==> config.mk <==
export PLATFORM = sky130hd
export DESIGN_NAME = dbsb_age_unit
export DESIGN_NICKNAME = d
export VERILOG_FILES = /design/src/rtl/dbsb_pkg.sv /design/src/rtl/dbsb_age_unit.sv
export SDC_FILE = /design/constraint.sdc
export NUM_CORES = 1
export LEC_CHECK = 0
export BUFFER_PORTS_ARGS = -buffer_cell sky130_fd_sc_hd__buf_2
export CORE_MARGIN = 10
export CORE_UTILIZATION = 31
export DETAILED_ROUTE_END_ITERATION = 8
export PLACE_DENSITY = 0.86
export SLEW_MARGIN = 20
export SYNTH_ARGS = -nofsm -noshare
export SYNTH_HDL_FRONTEND = slang
export SYNTH_SLANG_ARGS = --single-unit
==> constraint.sdc <==
create_clock -name vclk -period 1.7
set_clock_uncertainty 0.15 [all_clocks]
set_input_delay 0.255 -clock vclk [all_inputs]
set_output_delay 0.255 -clock vclk [all_outputs]
set_load 0.1 [all_outputs]
==> src/rtl/dbsb_pkg.sv <==
// ----------------------------------------------------------------------------
// dbsb_pkg
// Shared widths, codes and defaults for the stream-bypass RRIP replacement.
// ----------------------------------------------------------------------------
package dbsb_pkg;

  localparam int DEF_NUM_SETS       = 2048;
  localparam int DEF_NUM_WAYS       = 16;
  localparam int DEF_DECAY_INTERVAL = 4096;
  localparam int DEF_LEADER_COUNT   = 32;

  localparam int SET_W   = 11;
  localparam int WAY_W   = 4;
  localparam int ADDR_W  = 64;
  localparam int DRAW_W  = 5;
  localparam int DELTA_W = 16;
  localparam int RRPV_W  = 2;
  localparam int CONF_W  = 2;
  localparam int SEL_W   = 10;

  localparam logic [RRPV_W-1:0] RRPV_MAX  = 2'd3;
  localparam logic [RRPV_W-1:0] RRPV_LONG = 2'd2;
  localparam logic [RRPV_W-1:0] RRPV_NEAR = 2'd0;

  localparam logic [CONF_W-1:0] CONF_MAX    = 2'd3;
  localparam logic [CONF_W-1:0] CONF_STREAM = 2'd2;

  localparam logic [SEL_W-1:0] SEL_MAX = 10'd1023;
  localparam logic [SEL_W-1:0] SEL_MID = 10'd512;

  localparam logic KIND_VICTIM = 1'b0;
  localparam logic KIND_UPDATE = 1'b1;

endpackage

==> src/rtl/dbsb_age_unit.sv <==
// ----------------------------------------------------------------------------
// dbsb_age_unit
// One aging step over a set row: finds the first distant way, or ages all.
// ----------------------------------------------------------------------------
module dbsb_age_unit import dbsb_pkg::*; #(
  parameter int NUM_WAYS = DEF_NUM_WAYS
) (
  input  logic [NUM_WAYS*RRPV_W-1:0]  row,
  output logic                        has_max,
  output logic [$clog2(NUM_WAYS)-1:0] first_way,
  output logic [NUM_WAYS*RRPV_W-1:0]  aged
);

  localparam int WW = $clog2(NUM_WAYS);

  always_comb begin
    has_max   = 1'b0;
    first_way = '0;
    for (int w = NUM_WAYS - 1; w >= 0; w--) begin
      if (row[w*RRPV_W +: RRPV_W] == RRPV_MAX) begin
        has_max   = 1'b1;
        first_way = WW'(w);
      end
    end
  end

  always_comb begin
    for (int w = 0; w < NUM_WAYS; w++) begin
      aged[w*RRPV_W +: RRPV_W] = row[w*RRPV_W +: RRPV_W] + RRPV_W'(1);
    end
  end

endmodule

==> results.md, run 1 <==
* Error msg: [ERROR DPL-0038] Utilization greater than 100%, impossible to legalize
* Syn_nets at 112
* Stop stage: detailed placement
* Die Ht at 57.91 um
* Status: aborted with a tool error
* Sequential-to-total area share from yosys stat at 0%
* Synthesized area at 445.4 um2
* Avg Cell Area, Syn at 6.960 um2
* Distinct cell type count after synthesis at 17
* RD Place Congestion at 0.8940
* Cells after synthesis at 64
* Initial Util at 33.40%
* I/O pin total at 69
* Die Wd at 57.91 um
* IO buf count at 69
* Rows at 13
* Syn. warnings at 0
==> synth_stat cells <==
library cell / number / share of area (%)
nand4_1: 1 / 1.4
o21ai_0: 2 / 2.2
nor4_2: 1 / 2.8
and3_1: 1 / 1.4
ha_1: 16 / 45
or2b_1: 1 / 1.7
o31ai_1: 1 / 1.7
a31oi_1: 1 / 1.4
nor3_1: 3 / 3.4
nor3b_1: 1 / 1.7
inv_1: 19 / 16
o22ai_1: 1 / 1.4
nor2_1: 6 / 5.1
nor4_4: 1 / 4.8
nand2_1: 4 / 3.4
a21oi_1: 4 / 4.5
o311a_1: 1 / 2.2
==> per-stage QoR <==
stage | hold WS (ns) | cell area, um2 | setup slack, ns | TNS, ns
2_1_floorplan | 0.6278 | 600.6 | -0.5381 | -1.140
3_3_place_gp | 0.7501 | 1340 | -0.1262 | -0.3697
==> logic make-up after synthesis <==
| logic type | share of synthesized area [%] |
|---|---|
| fa+ha+maj | 44.94 |
| simple gates | 25.56 |
| buf+inv | 16.01 |
| compound gates | 13.49 |
==> run 2, diff against run 1 <==
CORE_AREA = 10 10 71 73   (was unset)
CORE_MARGIN = unset   (was 10)
CORE_UTILIZATION = unset   (was 31)
DIE_AREA = 0 0 81 83   (was unset)
PLACE_DENSITY = unset   (was 0.86)
PLACE_DENSITY_LB_ADDON = 0.15   (was unset)
==> run 2 against run 1 <==
The flow now finishes, with violations (negative setup slack). Area after synthesis unchanged. Synthesized cell count unchanged.
==> results.md, run 2 <==
* Share of post-route cells with drive strength above 1 at 75.68%
* Peak supply drop at 0.2724 mV
* Setup CP Type: in2out
* Detailed Route WL at 2536 um
* Sw Pwr at 689.0 uW
* Core Region at 3633 um2
* Gr usage total at 7.337%
* Top-area cell type share of the netlist area at 44.94%
* Via density at 3.857
* Logic pwr share at 100.0%
* RD Place Congestion at 0.6895
* Number of global-route vias before repair at 855
* Fill cell total of the finished layout at 368
* Top cells by area, synth: ha_1, inv_1, nor2_1
* Avg Cell Area, Syn at 6.960 um2
* Syn_nets at 112
* Post-CTS Hold Fix Bufs at 0
* Max Slew Vio Count at 0
* Global route overflow at 0
* WP data arrival at 1.38 ns
* Cell internal pwr at 372.6 uW
* TritonRoute pass-1 iters at 4
* Clock power frac at 0%
* Synthesized area at 445.4 um2
* Via count at 756
* Syn. warnings at 0
* Distinct cell type count after synthesis at 17
* Cell Pwr Density at 674.4 nW/um2
* First-pass GRT wire length at 4160 um
* Number of DRC markers in iteration 0 at 7
* Seq_cells at 0
* I/O pin total at 69
* Count leader, synth: inv_1
* Total die area at 6723 um2
* Initial antenna violation count at 0
* Initial Util at 12.26%
* CP Launch Type: primary input
* Area grow syn2layout at 253.4%
* Critical path required time at 1.29 ns
* IO buf count at 69
* WL per Instance at 12.94 um
* Finished Core Util at 43.32%
* Dpl hpwl at 2324 um
* Die Wd at 81 um
* Register area at 0 um2
* Nets at 198
* Clock buffer cells at 0
* Pin count of the biggest net entering global routing at 5
* Crit. End Element: output pin
* Status: complete, but fails checks
* Commonest non-fill, non-tap cells in the layout: buf_2, buf_12, inv_1
* Max Cap Viol at 0
* Fmax achieved at 0.5591 GHz
* Worst-Margin Slew at 0.4908 ns
* Switching Share at 64.90%
* RSZ-0062 raised after global routing: yes
* Cells after synthesis at 64
* TNS Setup at -0.3068 ns
* Static Leak at 0.0007686 uW
* Setup Viol. Count Final at 5
* Sequential-to-total area share from yosys stat at 0%
* Post-synth top area cell: ha_1
* Final hold violation count at 0
* Worst setup slack after layout at -0.08858 ns
* Worst slew margin at 67.51%
* Fin crit share at 105.2%
* Flop pwr share at 0%
* Die Ht at 83 um
* Rows at 22
* ANT nets after route at 0
* Commonest non-fill, non-tap cell in the layout: buf_2
* Antenna cells at 0
* Min-delay worst type: in2out
* Crit path max fanout at 2
* Failing checks: negative setup slack
* Post-synth top cells: inv_1, ha_1, nor2_1, a21oi_1, nand2_1
* Final worst path period need at 1.789 ns
* DRC viols at 0
[run 2: worst paths after layout]
path | slack (ns) | from | depth (start not counted) | endpoint
min | 0.73 | row[21] | 3 | aged[21]
max | -0.09 | row[22] | 6 | has_max
[run 2: logic make-up after synthesis]
kind of cell	count (synthesis)	synth area share, %
and+or+nand+nor	19	25.56
buffers and inverters	19	16.01
adders and majority gates	16	44.94
AOI/OAI and AO/OA	10	13.49
[run 2: metrics by stage]
stage	std cells	total power, uW	setup slack (ns)	hold slack, ns	area, um2
floorplan	64	702.5	-0.5381	0.6278	600.6
global placement	192	1011	-0.1722	0.7520	1389
detailed placement	192	1017	-0.2180	0.7531	1389
CTS	195	1068	-0.09300	0.7304	1559
global route	196	1103	-0.1684	0.7357	1574
finish	196	1062	-0.08858	0.7280	1574
[run 2: critical path: stages]
cell,delay [ns]
buf_8,0.10
ha_4,0.16
nor4_4,0.30
and3_4,0.23
nand4_1,0.13
buf_12,0.21
[run 2: area by class of cell]
| class | instances | area, um2 | area share (%) |
|---|---|---|---|
| timing repair buffer | 84 | 825.8 | 52.46 |
| multi-input combinational | 45 | 616.8 | 39.19 |
| inverter | 19 | 71.32 | 4.531 |
| tap | 48 | 60.06 | 3.816 |
[run 2: power by group through the flow]
stage,clock network [uW],registers (uW),logic (uW)
finish,0,0,1060
global placement,0,0,1010
floorplan,0,0,703
global route,0,0,1100
detailed placement,0,0,1020
CTS,0,0,1070
[run 2: layer usage]
| layer | vias to the layer above | GRT usage [%] | share of wire (%) |
|---|---|---|---|
| met5 | - | 0 | 0 |
| met4 | 0 | 0 | 0 |
| met3 | 0 | 2.263 | 9.0 |
| met2 | 28 | 15.27 | 60 |
| met1 | 342 | 6.886 | 31 |
| li1 | 386 | - | - |
[run 2: timing repair]
item,4_1_cts,5_1_grt
setup endpoints to repair,5,5
gates cloned,0,0
gates resized for setup,27,2
setup buffers,3,1
pin swaps,13,4
endpoints found under the hold margin,0,0
(Power assumes the default switching activity.)
